### src/sv/m68k_pkg.sv
package m68k_pkg;

    typedef enum logic [4:0] {
        OP_MOVE  = 5'd0,
        OP_MOVEQ = 5'd1,
        OP_CLR   = 5'd2,
        OP_MOVEA = 5'd3,
        OP_ADD   = 5'd4,
        OP_SUB   = 5'd5,
        OP_CMP   = 5'd6,
        OP_AND   = 5'd7,
        OP_OR    = 5'd8,
        OP_EOR   = 5'd9,
        OP_EXT   = 5'd10,
        OP_SWAP  = 5'd11,
        OP_BTST  = 5'd12,
        OP_BCHG  = 5'd13,
        OP_BCLR  = 5'd14,
        OP_BSET  = 5'd15,
        OP_SCC   = 5'd16,
        OP_CHK   = 5'd17,
        OP_TRAPV = 5'd18
    } t_op;

    typedef enum logic [3:0] {
        CC_T  = 4'h0,
        CC_F  = 4'h1,
        CC_HI = 4'h2,
        CC_LS = 4'h3,
        CC_CC = 4'h4,
        CC_CS = 4'h5,
        CC_NE = 4'h6,
        CC_EQ = 4'h7,
        CC_VC = 4'h8,
        CC_VS = 4'h9,
        CC_PL = 4'ha,
        CC_MI = 4'hb,
        CC_GE = 4'hc,
        CC_LT = 4'hd,
        CC_GT = 4'he,
        CC_LE = 4'hf
    } t_cond;

    localparam logic [1:0] SIZE_BYTE = 2'd0;
    localparam logic [1:0] SIZE_WORD = 2'd1;

    localparam logic [1:0] TRAP_NONE  = 2'd0;
    localparam logic [1:0] TRAP_CHK   = 2'd1;
    localparam logic [1:0] TRAP_TRAPV = 2'd2;

    // bit positions in the flag word
    localparam int FLAG_X = 4;
    localparam int FLAG_N = 3;
    localparam int FLAG_Z = 2;
    localparam int FLAG_V = 1;
    localparam int FLAG_C = 0;

    localparam logic [31:0] MASK_BYTE  = 32'h0000_00ff;
    localparam logic [31:0] MASK_WORD  = 32'h0000_ffff;
    localparam logic [31:0] MASK_LONG  = 32'hffff_ffff;

    typedef struct packed {
        logic [4:0]  op;
        logic [1:0]  size;
        logic [31:0] src_value;
        logic [31:0] dst_value;
        logic [7:0]  bit_number;
        logic        dst_is_data_reg;
        logic [3:0]  cond_code;
    } t_alu_in;

    typedef struct packed {
        logic [31:0] result_value;
        logic        write_back;
        logic [4:0]  flags_out;
        logic [1:0]  trap_code;
    } t_alu_out;

endpackage

### src/sv/m68k_alu_and_condition_flags.sv
// Pipeline: an accepted input beat is held in the input register, then moves
//   into the result register, where its result beat is offered.
// Throughput: one operation per clock while the result side is ready; the flag
//   register closes its loop through the execute logic, so dependent items stream.
// Reset: synchronous, active low; clears both stage valids and all flags.
module m68k_alu_and_condition_flags
    import m68k_pkg::*;
(
    input  logic     i_clk,
    input  logic     i_rst_n,
    input  logic     i_valid,
    output logic     o_ready,
    input  t_alu_in  i_data,
    output logic     o_valid,
    input  logic     i_ready,
    output t_alu_out o_data
);

    // Input stage holds one operation; result stage holds one finished beat.
    logic     r_in_valid;
    t_alu_in  r_in;
    logic     r_out_valid;
    t_alu_out r_out;
    logic [4:0] r_ccr;

    t_alu_out exec_result;
    logic     advance;
    logic     out_free;

    // Execute against the current flags; the flags update when the item
    // moves into the result stage, so the next item sees them at once.
    m68k_exec u_exec (
        .i_item   (r_in),
        .i_flags  (r_ccr),
        .o_result (exec_result)
    );

    assign out_free = !r_out_valid || i_ready;
    assign advance  = r_in_valid && out_free;
    // Take a new beat when the input stage is empty or drains this cycle.
    assign o_ready  = !r_in_valid || out_free;

    always_ff @(posedge i_clk) begin
        if (!i_rst_n) begin
            r_in_valid  <= 1'b0;
            r_out_valid <= 1'b0;
            r_ccr       <= 5'd0;
        end else begin
            if (o_ready) begin
                r_in_valid <= i_valid;
            end
            if (out_free) begin
                r_out_valid <= r_in_valid;
            end
            if (advance) begin
                r_ccr <= exec_result.flags_out;
            end
        end
    end

    // Payload registers: load on the handshake, hold otherwise.
    always_ff @(posedge i_clk) begin
        if (o_ready && i_valid) begin
            r_in <= i_data;
        end
        if (advance) begin
            r_out <= exec_result;
        end
    end

    assign o_valid = r_out_valid;
    assign o_data  = r_out;

endmodule

### src/sv/m68k_cond.sv
module m68k_cond
    import m68k_pkg::*;
(
    input  logic [4:0] i_flags,
    input  logic [3:0] i_cond_code,
    output logic       o_holds
);

    logic c, z, n, v;

    assign c = i_flags[FLAG_C];
    assign z = i_flags[FLAG_Z];
    assign n = i_flags[FLAG_N];
    assign v = i_flags[FLAG_V];

    always_comb begin
        case (t_cond'(i_cond_code))
            CC_T:    o_holds = 1'b1;
            CC_F:    o_holds = 1'b0;
            CC_HI:   o_holds = !c && !z;
            CC_LS:   o_holds = c || z;
            CC_CC:   o_holds = !c;
            CC_CS:   o_holds = c;
            CC_NE:   o_holds = !z;
            CC_EQ:   o_holds = z;
            CC_VC:   o_holds = !v;
            CC_VS:   o_holds = v;
            CC_PL:   o_holds = !n;
            CC_MI:   o_holds = n;
            CC_GE:   o_holds = (n == v);
            CC_LT:   o_holds = (n != v);
            CC_GT:   o_holds = !z && (n == v);
            default: o_holds = z || (n != v);
        endcase
    end

endmodule

### src/sv/m68k_exec.sv
module m68k_exec
    import m68k_pkg::*;
(
    input  t_alu_in    i_item,
    input  logic [4:0] i_flags,
    output t_alu_out   o_result
);

    logic        cond_holds;
    logic [31:0] size_mask;
    logic [31:0] s_val;
    logic [31:0] d_val;
    logic [32:0] sum;
    logic [31:0] add_res;
    logic [31:0] diff;
    logic        add_c;
    logic [31:0] bit_wmask;
    logic [4:0]  bit_idx;
    logic [31:0] bit_sel;
    logic [31:0] bit_dst;
    logic signed [15:0] chk_val;
    logic signed [15:0] chk_bound;

    m68k_cond u_cond (
        .i_flags     (i_flags),
        .i_cond_code (i_item.cond_code),
        .o_holds     (cond_holds)
    );

    function automatic logic size_msb(input logic [1:0] sz, input logic [31:0] val);
        case (sz)
            SIZE_BYTE: size_msb = val[7];
            SIZE_WORD: size_msb = val[15];
            default:   size_msb = val[31];
        endcase
    endfunction

    // N, Z, V, C replaced; X follows C only when with_x is set
    function automatic logic [4:0] put_nzvc(input logic [4:0] f, input logic n,
                                            input logic z, input logic v,
                                            input logic c, input logic with_x);
        logic [4:0] r;
        r         = 5'd0;
        r[FLAG_X] = with_x ? c : f[FLAG_X];
        r[FLAG_N] = n;
        r[FLAG_Z] = z;
        r[FLAG_V] = v;
        r[FLAG_C] = c;
        put_nzvc  = r;
    endfunction

    always_comb begin
        case (i_item.size)
            SIZE_BYTE: size_mask = MASK_BYTE;
            SIZE_WORD: size_mask = MASK_WORD;
            default:   size_mask = MASK_LONG;
        endcase
    end

    assign s_val   = i_item.src_value & size_mask;
    assign d_val   = i_item.dst_value & size_mask;
    assign sum     = {1'b0, s_val} + {1'b0, d_val};
    assign add_res = sum[31:0] & size_mask;
    assign diff    = (d_val - s_val) & size_mask;

    always_comb begin
        case (i_item.size)
            SIZE_BYTE: add_c = sum[8];
            SIZE_WORD: add_c = sum[16];
            default:   add_c = sum[32];
        endcase
    end

    assign bit_idx   = i_item.dst_is_data_reg ? i_item.bit_number[4:0]
                                              : {2'b00, i_item.bit_number[2:0]};
    assign bit_wmask = i_item.dst_is_data_reg ? MASK_LONG : MASK_BYTE;
    assign bit_sel   = 32'd1 << bit_idx;
    assign bit_dst   = i_item.dst_value & bit_wmask;

    assign chk_val   = $signed(i_item.dst_value[15:0]);
    assign chk_bound = $signed(i_item.src_value[15:0]);

    always_comb begin
        logic [31:0] res;
        logic [4:0]  f;
        logic        wr;
        logic [1:0]  trap;
        res  = 32'd0;
        f    = i_flags;
        wr   = 1'b0;
        trap = TRAP_NONE;
        case (t_op'(i_item.op))
            OP_MOVE, OP_AND, OP_OR, OP_EOR: begin
                case (t_op'(i_item.op))
                    OP_MOVE: res = s_val;
                    OP_AND:  res = s_val & d_val;
                    OP_OR:   res = s_val | d_val;
                    default: res = s_val ^ d_val;
                endcase
                f  = put_nzvc(f, size_msb(i_item.size, res), res == 32'd0,
                              1'b0, 1'b0, 1'b0);
                wr = 1'b1;
            end
            OP_MOVEQ: begin
                res = {{24{i_item.src_value[7]}}, i_item.src_value[7:0]};
                f   = put_nzvc(f, res[31], res == 32'd0, 1'b0, 1'b0, 1'b0);
                wr  = 1'b1;
            end
            OP_CLR: begin
                f  = put_nzvc(f, 1'b0, 1'b1, 1'b0, 1'b0, 1'b0);
                wr = 1'b1;
            end
            OP_MOVEA: begin
                res = i_item.size[1] ? i_item.src_value
                                     : {{16{i_item.src_value[15]}}, i_item.src_value[15:0]};
                wr  = 1'b1;
            end
            OP_ADD: begin
                res = add_res;
                f   = put_nzvc(f, size_msb(i_item.size, add_res), add_res == 32'd0,
                               size_msb(i_item.size, ~(s_val ^ d_val) & (d_val ^ add_res)),
                               add_c, 1'b1);
                wr  = 1'b1;
            end
            OP_SUB, OP_CMP: begin
                f = put_nzvc(f, size_msb(i_item.size, diff), diff == 32'd0,
                             size_msb(i_item.size, (d_val ^ s_val) & (d_val ^ diff)),
                             s_val > d_val, t_op'(i_item.op) == OP_SUB);
                if (t_op'(i_item.op) == OP_SUB) begin
                    res = diff;
                    wr  = 1'b1;
                end
            end
            OP_EXT: begin
                if (i_item.size[1]) begin
                    res = {{16{i_item.dst_value[15]}}, i_item.dst_value[15:0]};
                    f   = put_nzvc(f, res[31], res == 32'd0, 1'b0, 1'b0, 1'b0);
                end else begin
                    res = {16'd0, {8{i_item.dst_value[7]}}, i_item.dst_value[7:0]};
                    f   = put_nzvc(f, res[15], res == 32'd0, 1'b0, 1'b0, 1'b0);
                end
                wr = 1'b1;
            end
            OP_SWAP: begin
                res = {i_item.dst_value[15:0], i_item.dst_value[31:16]};
                f   = put_nzvc(f, res[31], res == 32'd0, 1'b0, 1'b0, 1'b0);
                wr  = 1'b1;
            end
            OP_BTST, OP_BCHG, OP_BCLR, OP_BSET: begin
                // Z reflects the bit before it changes
                f[FLAG_Z] = ~|(bit_dst & bit_sel);
                case (t_op'(i_item.op))
                    OP_BCHG: begin res = bit_dst ^ bit_sel;  wr = 1'b1; end
                    OP_BCLR: begin res = bit_dst & ~bit_sel; wr = 1'b1; end
                    OP_BSET: begin res = bit_dst | bit_sel;  wr = 1'b1; end
                    default: res = 32'd0;
                endcase
                res = res & bit_wmask;
            end
            OP_SCC: begin
                res = cond_holds ? MASK_BYTE : 32'd0;
                wr  = 1'b1;
            end
            OP_CHK: begin
                if (chk_val < 0) begin
                    f[FLAG_N] = 1'b1;
                    trap      = TRAP_CHK;
                end else if (chk_val > chk_bound) begin
                    f[FLAG_N] = 1'b0;
                    trap      = TRAP_CHK;
                end
            end
            OP_TRAPV: begin
                if (i_flags[FLAG_V]) begin
                    trap = TRAP_TRAPV;
                end
            end
            default: begin
                res = 32'd0;
            end
        endcase
        o_result.result_value = res;
        o_result.write_back   = wr;
        o_result.flags_out    = f;
        o_result.trap_code    = trap;
    end

endmodule

### config.mk
export PLATFORM = sky130hd
export DESIGN_NAME = m68k_alu_and_condition_flags
export DESIGN_NICKNAME = d
export VERILOG_FILES = /design/src/sv/m68k_pkg.sv /design/src/sv/m68k_alu_and_condition_flags.sv /design/src/sv/m68k_cond.sv /design/src/sv/m68k_exec.sv
export SDC_FILE = /design/constraint.sdc
export NUM_CORES = 1
export LEC_CHECK = 0
export ABC_AREA = 0
export BUFFER_PORTS_ARGS = -buffer_cell sky130_fd_sc_hd__buf_2
export CELL_PAD_IN_SITES_DETAIL_PLACEMENT = 1
export CELL_PAD_IN_SITES_GLOBAL_PLACEMENT = 2
export CORE_ASPECT_RATIO = 1.4
export CORE_MARGIN = 2
export CORE_UTILIZATION = 38
export CTS_BUF_LIST = sky130_fd_sc_hd__clkbuf_2 sky130_fd_sc_hd__clkbuf_4 sky130_fd_sc_hd__clkbuf_8
export DETAILED_ROUTE_END_ITERATION = 10
export PLACE_DENSITY = 0.95
export SYNTH_ARGS = -nofsm -noshare
export SYNTH_HDL_FRONTEND = slang
export SYNTH_SLANG_ARGS = --single-unit
### constraint.sdc
create_clock -name i_clk -period 5.1 [get_ports i_clk]
set_input_delay 0.765 -clock i_clk [delete_from_list [all_inputs] [get_ports i_clk]]
set_output_delay 0.765 -clock i_clk [all_outputs]
set_load 0.01 [all_outputs]
Yosys cells after proc, flatten, opt, wreduce, memory -nomap -nowiden
Cells that the tools add are included.
{ "totals": {"wordCells": 140, "latch_bits": 0, "regBits": 128, "ramBits": 0, "input_bits": 88, "mem_count": 0, "romBits": 0, "out_inout_bits": 42} }
{ "op_classes": {"eq_ne": 35, "reduce_logical": 32, "n_addsub": 2, "mul": 0, "muxes": 34, "n_div": 0, "order_cmp": 3, "n_shift": 1, "bitwise": 19} }
{ "op_table": {"columns": ["op", "count"], "rows": [
  ["$and 32x32->32", 11],
  ["$pmux 32 s9", 1],
  ["$logic_not 32->1", 6],
  ["$mux 32", 6],
  ["$pmux 32 s3", 2],
  ["$xor 32x32->32", 4],
  ["$not 32->32", 2],
  ["$or 32x32->32", 2],
  ["$pmux 32 s2", 1],
  ["$eq 5x4->1 const B", 8],
  ["$add 32x32->33", 1],
  ["$gt 32x32->1", 1],
  ["$reduce_or 32->1", 1],
  ["$shl 1x5->32 const A", 1],
  ["$sub 32x32->32", 1],
  ["$eq 4x4->1 const B", 7],
  ["$eq 5x3->1 const B", 4],
  ["$eq 4x3->1 const B", 4],
  ["$gt 16x16->1", 1],
  ["$logic_not 16->1", 1],
  ["$lt 16x1->1 const B", 1],
  ["$pmux 1 s8", 2],
  ["$eq 5x5->1 const B", 3],
  ["$pmux 1 s15", 1],
  ["27 further kinds", 54]
]} }

Depth between registers and ports, before layout
Gate-level depths: netlist of run 1.
{ "depth": {"depth_word": 9, "depth_mapped": 18, "ltp_nobuf": 14} }

By module
From an unflattened synthesis of run 1, not the netlist that was laid out.
{ "hier_totals": {"hier_cells": 1766, "hier_area_um2": 14570.2} }
{ "modules_own_cells": {"columns": ["mod", "area_per_inst_um2", "cells_each", "n_inst"], "rows": [
  ["m68k_exec", 10367.4, 1582, 1],
  ["m68k_alu_and_condition_flags", 4018.9, 155, 1],
  ["m68k_cond", 183.9, 29, 1]
]} }

Least setup slack after synthesis of run 1
No wires, ideal clock.
{ "synth_path": {"path_type": "reg-to-reg", "start": "register r_in[78] in the netlist's numbering", "end": "register r_out, in the netlist o_data[4], data pin", "stages_incl_launch_ff": 17, "path_slack_ns": 0.543, "t_arrival_ns": 4.411, "setup_ns": 0.146, "period_less_slack_ns": 4.557, "n_path_buf": 5, "path_cell_list": "edfxtp_1 -> clkbuf_1 -> clkbuf_1 -> clkbuf_1 -> clkbuf_1 -> clkbuf_1 -> and2_1 -> ha_1 -> or3_1 -> or2_1 -> or4_4 -> or3_4 -> a31oi_2 -> o2111ai_1 -> o41ai_1 -> nand4_1 -> a21oi_1"} }
{ "synth_rtl": {"columns": ["element", "line_no", "text"], "rows": [
  ["start: declaration", "m68k_alu_and_condition_flags.sv:21", "t_alu_in r_in;"],
  ["start signal: assignment", "m68k_alu_and_condition_flags.sv:64", "r_in <= i_data;"],
  ["end signal: assignment", "m68k_alu_and_condition_flags.sv:67", "r_out <= exec_result;"],
  ["end: declaration", "m68k_alu_and_condition_flags.sv:23", "t_alu_out r_out;"]
]} }

==> results.toml, run 1 <==
[status]
status = "finished, final reports clean"

[timing]
fin_skew_ns = 0.0163
timing.final.ws_setup_ns = 0.177
maxSlewViolCount = 0
setup_violations = 0
slew-limit-headroom = 0.252
max_freq_ghz = 0.203
min_period_ns = 4.92
hold_viol = 0
rsz0062_at_grt = "no"
finalCritPeriodShare = 0.965
worst-slew-pin-transition_ns = 1.12

[floorplan]
boundaryPins = 130
die_w_um = 168
dieHeight_um = 233
core_mm2 = 0.0373
initial_utilization = 0.383
fp.dieArea_mm2 = 0.0392
row_count = 84

[power]
fin_total_pwr_mw = 3.60
internal_power_mw = 2.14
p_sw_mw = 1.46
p_leak_nw = 7.35
powerDensity_mw_per_mm2 = 221
pwr-share-clk = 0.266
switching_share = 0.405
p_seq_frac = 0.360
max-vdd-ir-drop_mv = 0.215
power_frac_comb = 0.374

[worst_setup_path]
cp-end-kind = "register"
cp.required_ns = 5.46
slowest_delay_ns = 0.47
cp_slowest_cell = "a221oi_1"
path_buf_inv = 3
crit_arrival_ns = 5.29
cp_max_fo = 13
r2r_cells = 16
cp.depth = 16
worstSetupStartpointType = "register"
cp_common_cell = "buf_4"
critical-path-top-delay-family = "simple AND/OR/NAND/NOR gates"
critical_path_class = "register to register"
worstPathCellList = "or2_2, and2_1, ha_1, buf_4, nand2b_1, a221oi_1, o311ai_1, and4_1, a221o_1, nor4_4, buf_4, o2111ai_1, o41ai_2, nand4_1, buf_4, a21oi_1"

[drt]
drt-initial-drc-count = 1304
drt_pass1_iterations = 7
wl_mm = 65.2
route.detailed.drc = 0
vias_per_cell = 6.32
antenna_left = 0
vias = 15000
wl_per_cell_um = 27.5

[logic_synthesis]
ys_top_cells_by_area = "edfxtp_1 25%, ha_1 18%, a21oi_1 5.4%"
avgSynthCellArea_um2 = 8.18
synth_edf_count = 121
syn-num-nets = 2039
synth.cell_area_mm2 = 0.0143
yosys_most_used_dff = "edfxtp_1"
synthCells = 1745
ys_ff_latch = 128
synth_cell_type_count = 82
synth-seq-area-share = 0.264
ys_warn_count = 0
yosysTopAreaCell = "edfxtp_1"
ys_async_sr_fraction = 0
synth_top_area_share = 0.254

[global_route]
grt_pass1_wl_mm = 95.8
overflow = 0
grt_max_degree = 72
grt_use_total = 0.330
antenna_found_initial = 0
grt_pass1_vias = 15300

[finish]
drive_gt1_frac = 0.152
fill_cells = 4556
area_delta_synth_final_pct = 14.3
utilization = 0.437
finalNetCount = 2183

[cts]
cts_tree = "done"
cts_buffers = 17
htreeDepth = 4
cts-root-buf = "clkbuf_8"
path_clk_slew_ns = 0.10
clock_latency_ns = 0.52
cts_sinks = 128
clk_path_buf_depth = 2

[placed_design]
portBuffers = 126
hpwlAfterDp_mm = 52.2
place.gp.congestion = 0.988
place_ws_ns = -0.0238

[min_path]
min_path_cells = 1
min_path_type = "input port to register"

[flow_run]
maxCapViolations = 0
-- per-layer routing --
layer,GRT usage,up-vias,share of wire
met3,0.0544,249,0.065
met4,0.230,0,0.078
met5,0,-,0
met2,0.580,744,0.49
li1,-,6665,-
met1,0.364,7360,0.37
-- stage by stage --
| step | hold slack (ns) | TNS, ns | area, um2 | instances |
|---|---|---|---|---|
| 2_1_floorplan | 0.487 | 0 | 14300 | 1745 |
| 3_3_place_gp | 0.504 | 0 | 15900 | 2341 |
| 3_5_place_dp | 0.552 | -0.0238 | 15900 | 2341 |
| 4_1_cts | 0.379 | 0 | 16300 | 2373 |
| 5_1_grt | 0.399 | 0 | 16300 | 2375 |
| 6_report | 0.411 | 0 | 16300 | 2376 |
-- synth_stat cells, types with 26 or more instances --
cell type / count
ha_1: 204
nand2_1: 184
inv_1: 171
a21oi_1: 155
edfxtp_1: 121
nor2_1: 104
clkbuf_1: 85
o21ai_0: 65
xnor2_1: 48
and2_1: 39
a211oi_1: 35
a22oi_1: 34
a221oi_1: 33
nor4_1: 33
o22ai_1: 30
o211ai_1: 26
-- worst register-to-register path: stages, from the launching register on --
cell,delay [ns]
edfxtp_1,0.44
or2_2,0.43
and2_1,0.24
ha_1,0.35
buf_4,0.19
nand2b_1,0.18
a221oi_1,0.47
o311ai_1,0.17
and4_1,0.26
a221o_1,0.30
nor4_4,0.34
buf_4,0.17
o2111ai_1,0.13
o41ai_2,0.44
nand4_1,0.29
buf_4,0.24
a21oi_1,0.12
-- placed cells by master (no fill, tap or decap), types with 6 or more instances in the layout --
| cell | instances |
|---|---|
| a211oi_1 | 35 |
| a21o_1 | 21 |
| a21oi_1 | 154 |
| a221o_1 | 17 |
| a221oi_1 | 33 |
| a22oi_1 | 34 |
| a31oi_1 | 24 |
| and2_1 | 38 |
| and3_1 | 7 |
| buf_2 | 126 |
| buf_4 | 102 |
| clkbuf_8 | 17 |
| dfxtp_1 | 7 |
| edfxtp_1 | 121 |
| ha_1 | 204 |
| inv_1 | 170 |
| mux2i_1 | 13 |
| nand2_1 | 184 |
| nand2b_1 | 19 |
| nand3_1 | 21 |
| nand4_1 | 20 |
| nor2_1 | 103 |
| nor2b_1 | 15 |
| nor3_1 | 18 |
| nor3b_1 | 6 |
| nor4_1 | 32 |
| o2111ai_1 | 13 |
| o211ai_1 | 26 |
| o21a_1 | 6 |
| o21ai_0 | 65 |
| o21ai_1 | 9 |
| o21bai_1 | 15 |
| o221ai_1 | 12 |
| o22ai_1 | 30 |
| o31ai_1 | 10 |
| xnor2_1 | 48 |
| xor2_1 | 9 |
-- cells by family (layout without fill, tap and decap cells) --
family	count (synthesis)	in the layout	synth area share
other	0	1	0
buffers and inverters	279	436	0.0744
xor gates and xnor gates	57	57	0.0350
and+or+nand+nor	495	495	0.166
muxes	15	15	0.0107
adders and majority gates	206	206	0.182
AOI/OAI and AO/OA	565	565	0.268
DFF	128	128	0.264
-- flip-flops by register name, indices dropped and copies added (netlist names) --
| name | cells |
|---|---|
| r_in_valid | 1 |
| o_data | 40 |
| r_ccr | 5 |
| r_in | 81 |
| o_valid | 1 |
-- repair_timing --
item	4_1_cts	5_1_grt
endpoints found under the setup margin	2	2
pin swaps	0	2
hold buffers	0	0
gates resized for setup	1	2
buffers inserted	0	2
-- path summary, 6_finish.rpt --
| kind | startpoint | to | slack (ns) |
|---|---|---|---|
| max reg2reg | r_in[78] | o_data[4] | 0.18 |
| max | r_in[78] | o_data[4] | 0.18 |
| min reg2reg | r_in_valid | o_valid | 0.56 |
| min | i_data[45] | r_in[45] | 0.41 |
-- area by class of cell --
cell class / instances / area, um2 / share of cell area
Antenna cell: 1 / 2.50 / 0.000153
Clock buffer: 18 / 241 / 0.0148
Clock inverter: 14 / 155 / 0.00951
Inverter: 175 / 657 / 0.0403
Multi-Input combinational cell: 1338 / 9480 / 0.581
Sequential cell: 128 / 3770 / 0.231
Tap cell: 473 / 592 / 0.0363
Timing Repair Buffer: 229 / 1420 / 0.0868
-- power groups by stage --
stage	Combinational [mW]	Sequential (mW)	Clock [mW]
finish	1.35	1.30	0.958
global placement	1.27	1.32	0
detailed placement	1.30	1.32	0
floorplan	0.785	1.30	0
CTS	1.31	1.29	0.978
global route	1.44	1.30	1.00
(Power assumes the default switching activity.)
==> run 2: changes to the inputs <==
--- a/config.mk
+++ b/config.mk
@@ -14,7 +14,8 @@
 export CORE_UTILIZATION = 38
 export CTS_BUF_LIST = sky130_fd_sc_hd__clkbuf_2 sky130_fd_sc_hd__clkbuf_4 sky130_fd_sc_hd__clkbuf_8
 export DETAILED_ROUTE_END_ITERATION = 10
-export PLACE_DENSITY = 0.95
+export PLACE_DENSITY = 0.94
 export SYNTH_ARGS = -nofsm -noshare
 export SYNTH_HDL_FRONTEND = slang
+export SYNTH_HIERARCHICAL = 1
 export SYNTH_SLANG_ARGS = --single-unit
==> run 2 against run 1 <==
  * Die area rose by 1.4%
  * Sequential power barely moved
  * Largest cell class unchanged
  * Highest routed layer is now met5
  * Worst hold slack improved by 0.018 ns
  * Synthesized area rose by 1.4%
  * Wire length fell by 0.73%
  * Combinational power barely moved
  * Maximum frequency rose by 1.2%
  * Register-to-register slack improved by 0.06 ns
  * Clock power fell by 4.2%
  * Critical path depth rose by 1
  * Final cell count rose by 0.21%
  * Synthesized cell count rose by 1.0%
==> results.toml, run 2 <==
[cts]
cts_sinks = 128
cts_buffers = 17
path_clk_slew_ns = 0.10
htreeDepth = 4
cts-root-buf = "clkbuf_8"
cts_tree = "done"
clock_latency_ns = 0.51
clk_path_buf_depth = 2
hold_buffers = 0

[power]
p_leak_nw = 7.30
powerDensity_mw_per_mm2 = 218
max-vdd-ir-drop_mv = 0.169

[finish]
finalNetCount = 2195
final_common_cell = "ha_1"
drive_gt1_frac = 0.156
area_delta_synth_final_pct = 13.1
mostFrequentLayoutCells = "209 x ha_1, 176 x nand2_1, 167 x inv_1"
antenna_cells = 0
utilization = 0.435
largest_reg_flops = 81
max_flop_register = "r_in"

[worst_setup_path]
worstPathCellList = "buf_12, nand2_1, ha_1, nor2_1, nand3_1, nor4_1, buf_4, nand4_1, o211ai_2, xnor2_1, and3_1, nand4b_1, o41ai_1, a31oi_1, o31ai_2, nand2_1, mux2i_1"
cp.required_ns = 5.52
critical_path_class = "register to register"
slowest_delay_ns = 0.57
cp_max_fo = 58
worstSetupStartpointType = "register"
crit_arrival_ns = 5.28
cp-end-kind = "register"
cp_common_cell = "nand2_1"
critical-path-top-delay-family = "simple AND/OR/NAND/NOR gates"
cp_slowest_cell = "ha_1"
path_buf_inv = 2

[drt]
wl_mm = 64.8
vias = 14900
drt_pass1_iterations = 5
antenna_left = 0
vias_per_cell = 6.26
route.detailed.drc = 0
drt-initial-drc-count = 1362
wl_per_cell_um = 27.2

[global_route]
grt_pass1_wl_mm = 96.1
overflow = 0
antenna_found_initial = 2
grt_pass1_vias = 15500
grt_max_degree = 59
grt_use_total = 0.323

[placed_design]
place.gp.congestion = 0.978
hpwlAfterDp_mm = 50.8
portBuffers = 126
place_ws_ns = 0.215

[floorplan]
initial_utilization = 0.385
core_mm2 = 0.0376
row_count = 84
dieHeight_um = 235
boundaryPins = 130
fp.dieArea_mm2 = 0.0397
die_w_um = 169

[timing]
finalCritPeriodShare = 0.954
finalSetupTns_ns = 0
max_freq_ghz = 0.206
setup_violations = 0
worst-slew-pin-transition_ns = 1.21
rsz0062_at_grt = "no"
fin_skew_ns = 0.0250
hold_viol = 0
maxSlewViolCount = 0
timing.final.ws_setup_ns = 0.235
min_period_ns = 4.86
slew-limit-headroom = 0.193

[logic_synthesis]
ys_warn_count = 6
avgSynthCellArea_um2 = 8.21
synth.cell_area_mm2 = 0.0145
synthCells = 1763
syn-num-nets = 2063

[min_path]
min_path_type = "input port to register"

[status]
status = "finished, final reports clean"

[flow_run]
maxCapViolations = 0
run 2: metrics by stage:
step	cells	power [mW]	area [um2]	hold WS, ns
after floorplan	1763	2.11	14500	0.430
after global placement	2349	2.59	16000	0.442
after detailed placement	2349	2.62	16000	0.452
after CTS	2381	3.55	16400	0.400
after global routing	2381	3.71	16400	0.410
final	2381	3.57	16400	0.429
run 2: power breakdown:
group          leakage, nW  switching (mW)  internal (mW)
Sequential            1.22          0.0644           1.23
Clock                0.183           0.512          0.406
Combinational         5.89           0.883          0.475
run 2: timing repair:
item                       in CTS  in global routing
setup endpoints to repair       0                  2
gates resized for setup         0                  4
hold endpoints to repair        0                  0
buffers inserted                0                  0
run 2: cell type report:
cell class                      instances  area (um2)
Clock buffer                           18         241
Clock inverter                         14         145
Fill cell                            4602       21200
Inverter                              173         652
Multi-Input combinational cell       1358        9650
Sequential cell                       128        3770
Tap cell                              473         592
Timing Repair Buffer                  217        1330
run 2: worst paths after layout:
check	cells past startpoint	slack, ns	endpoint	startpoint
worst max-delay path	17	0.24	r_ccr[2]	r_in[78]
worst min-delay path	1	0.43	r_in[36]	i_data[36]
worst max register to register	17	0.24	r_ccr[2]	r_in[78]
worst min register to register	2	0.48	r_ccr[4]	r_ccr[4]
run 2: routing by layer:
layer,GRT usage,part of all wire
met1,0.379,0.38
met2,0.537,0.47
met3,0.0453,0.064
met4,0.231,0.086
met5,0,0.00020
==> run 3: changes to the inputs <==
--- a/config.mk
+++ b/config.mk
@@ -5,13 +5,13 @@
 export SDC_FILE = /design/constraint.sdc
 export NUM_CORES = 1
 export LEC_CHECK = 0
-export ABC_AREA = 0
+export ABC_AREA = 1
 export BUFFER_PORTS_ARGS = -buffer_cell sky130_fd_sc_hd__buf_2
 export CELL_PAD_IN_SITES_DETAIL_PLACEMENT = 1
 export CELL_PAD_IN_SITES_GLOBAL_PLACEMENT = 2
 export CORE_ASPECT_RATIO = 1.4
 export CORE_MARGIN = 2
-export CORE_UTILIZATION = 38
+export CORE_UTILIZATION = 35
 export CTS_BUF_LIST = sky130_fd_sc_hd__clkbuf_2 sky130_fd_sc_hd__clkbuf_4 sky130_fd_sc_hd__clkbuf_8
 export DETAILED_ROUTE_END_ITERATION = 10
 export PLACE_DENSITY = 0.94
==> constraint.sdc (replaced) <==
create_clock -name i_clk -period 5.1 [get_ports i_clk]
set_input_delay 0.765 -clock i_clk [delete_from_list [all_inputs] [get_ports i_clk]]
set_output_delay 0.765 -clock i_clk [all_outputs]
set_load 0.005 [all_outputs]
==> run 3 against run 2 <==
  * Sequential power barely moved
  * Die area rose by 19%
  * Combinational power barely moved
  * Clock skew rose by 0.0082 ns
  * Maximum frequency rose by 6.0%
  * Total power rose by 3.0%
  * Final cell count rose by 33%
  * First-iteration DRC count fell by 0.22%
  * Synthesized cell count rose by 39%
  * Register-to-register slack improved by 0.28 ns
  * Clock-buffer cell count did not move
  * Highest routed layer is now met4
==> results.toml, run 3 <==
[worst_setup_path]
cp.required_ns = 5.51
slowest_delay_ns = 0.49
worstPathCellList = "buf_4, buf_4, nand2_1, ha_1, a21oi_1, nand2_1, nand2_1, nand3_1, a21oi_1, nand2_1, nand2_1, nand3_1, nand4_1, nor2_1, nand3_1, nand4_1, inv_1, nand3_2, nand2_1, nor2_1"
startpoint = "r_in[78]"
critical-path-top-delay-family = "simple AND/OR/NAND/NOR gates"
cp.depth = 20
rrSetupSlack_ns = 0.51
path_buf_inv = 3
r2r-end = "r_ccr[2]"
crit_arrival_ns = 5.00
worstSetupStartpointType = "register"
rr_startpoint = "r_in[78]"
cp-end-kind = "register"
cp_max_fo = 49
critical_path_class = "register to register"
cp_slowest_cell = "buf_4"
r2r_cells = 20
cp_common_cell = "nand2_1"

[timing]
fin_skew_ns = 0.0332
finalCritPeriodShare = 0.900
whs_ns = 0.410
rsz0062_at_grt = "no"
worst-slew-pin-transition_ns = 1.14
timing.final.ws_setup_ns = 0.510
maxSlewViolCount = 0
slew-limit-headroom = 0.218
hold_viol = 0
finalSetupTns_ns = 0
max_freq_ghz = 0.218
min_period_ns = 4.59
setup_violations = 0

[finish]
final_common_cell = "nand2_1"
ff_latch_area_mm2 = 0.00377
mostFrequentLayoutCells = "712 x nand2_1, 412 x inv_1, 255 x nor2_1"
area_delta_synth_final_pct = 10.4
stdcell_area_mm2 = 0.0176
largest_reg_flops = 81
fill_cells = 6006
finalNetCount = 2846
drive_gt1_frac = 0.0957
multi_input_area_mm2 = 0.0102
max_flop_register = "r_in"

[global_route]
grt_pass1_wl_mm = 112
grt_max_degree = 50
grt_use_total = 0.327
overflow = 0
antenna_found_initial = 0
grt_pass1_vias = 18200

[power]
switching_share = 0.428
pwr-share-clk = 0.269
p_sw_mw = 1.57
p_seq_frac = 0.354
p_leak_nw = 8.98
max-vdd-ir-drop_mv = 0.201
powerDensity_mw_per_mm2 = 209
power_frac_comb = 0.377
fin_total_pwr_mw = 3.67
internal_power_mw = 2.10

[drt]
antenna_left = 0
wl_mm = 77.6
vias = 17700
drt-initial-drc-count = 1359
vias_per_cell = 5.58
drt_pass1_iterations = 6
route.detailed.drc = 0
wl_per_cell_um = 24.5

[cts]
cts_tree = "done"
postCtsResizedCells = 0
clk_path_buf_depth = 2
cts_buffers = 17
cts_sinks = 128
clock_latency_ns = 0.54
hold_buffers = 0
cts-root-buf = "clkbuf_8"
htreeDepth = 4
post_cts_buffers = 0
path_clk_slew_ns = 0.08

[logic_synthesis]
ys_warn_count = 6
synth.cell_area_mm2 = 0.0159
syn-num-nets = 2750
avgSynthCellArea_um2 = 6.51
synthCells = 2450

[min_path]
holdPathEnd = "r_in[68]"
hold_path.startpoint = "i_data[68]"
min_path_cells = 1
min_path_type = "input port to register"

[flow_run]
maxCapViolations = 0

[floorplan]
initial_utilization = 0.354
fp.dieArea_mm2 = 0.0473
boundaryPins = 130
row_count = 92
dieHeight_um = 257
core_mm2 = 0.0450
die_w_um = 184

[placed_design]
portBuffers = 126
place_ws_ns = 0.704
place.gp.congestion = 0.983
placed_cell_area_mm2 = 0.0172
hpwlAfterDp_mm = 64.5

[status]
status = "finished, final reports clean"
[run 3: power groups by stage]
stage	Clock, mW	Sequential [mW]	Combinational, mW
floorplan	0	1.29	0.833
global placement	0	1.32	1.30
detailed placement	0	1.32	1.34
CTS	1.03	1.30	1.35
global route	1.04	1.31	1.49
finish	0.988	1.30	1.38
[run 3: per-layer routing]
metal	vias up	wire length, um	global-route usage
li1	8133	-	-
met1	8499	29400	0.376
met2	803	36900	0.547
met3	251	4910	0.0459
met4	0	6290	0.242
met5	-	0	0
[run 3: worst max-delay path by stage]
stage | to | slack, ns
global placement | r_ccr[0] | 0.81
CTS | r_ccr[2] | 0.67
finish | r_ccr[2] | 0.51
global route | r_ccr[2] | 0.29
detailed placement | r_ccr[2] | 0.70
floorplan | r_ccr[3] | 1.69
[run 3: final cells by class]
cell class                 instances  share of cell area
multi-input combinational       1813               0.578
tap                              611              0.0434
inverter                         429              0.0916
antenna                            1            0.000142
clock buffer                      18              0.0137
clock inverter                    14              0.0102
sequential                       128               0.214
timing repair buffer             157              0.0490
[run 3: stage by stage]
stage / std cells / util
2_1_floorplan: 2450 / -
3_3_place_gp: 3138 / 0.382
3_5_place_dp: 3138 / 0.382
4_1_cts: 3170 / 0.391
5_1_grt: 3170 / 0.391
6_report: 3171 / 0.391
[run 3: worst reg2reg max path: cells and delay by family (launching register included)]
kind	cells	cell delay [ns]
compound gates	2	0.68
fa+ha+maj	1	0.44
buf+inv	3	1.10
flops	1	0.36
simple gates	14	1.90
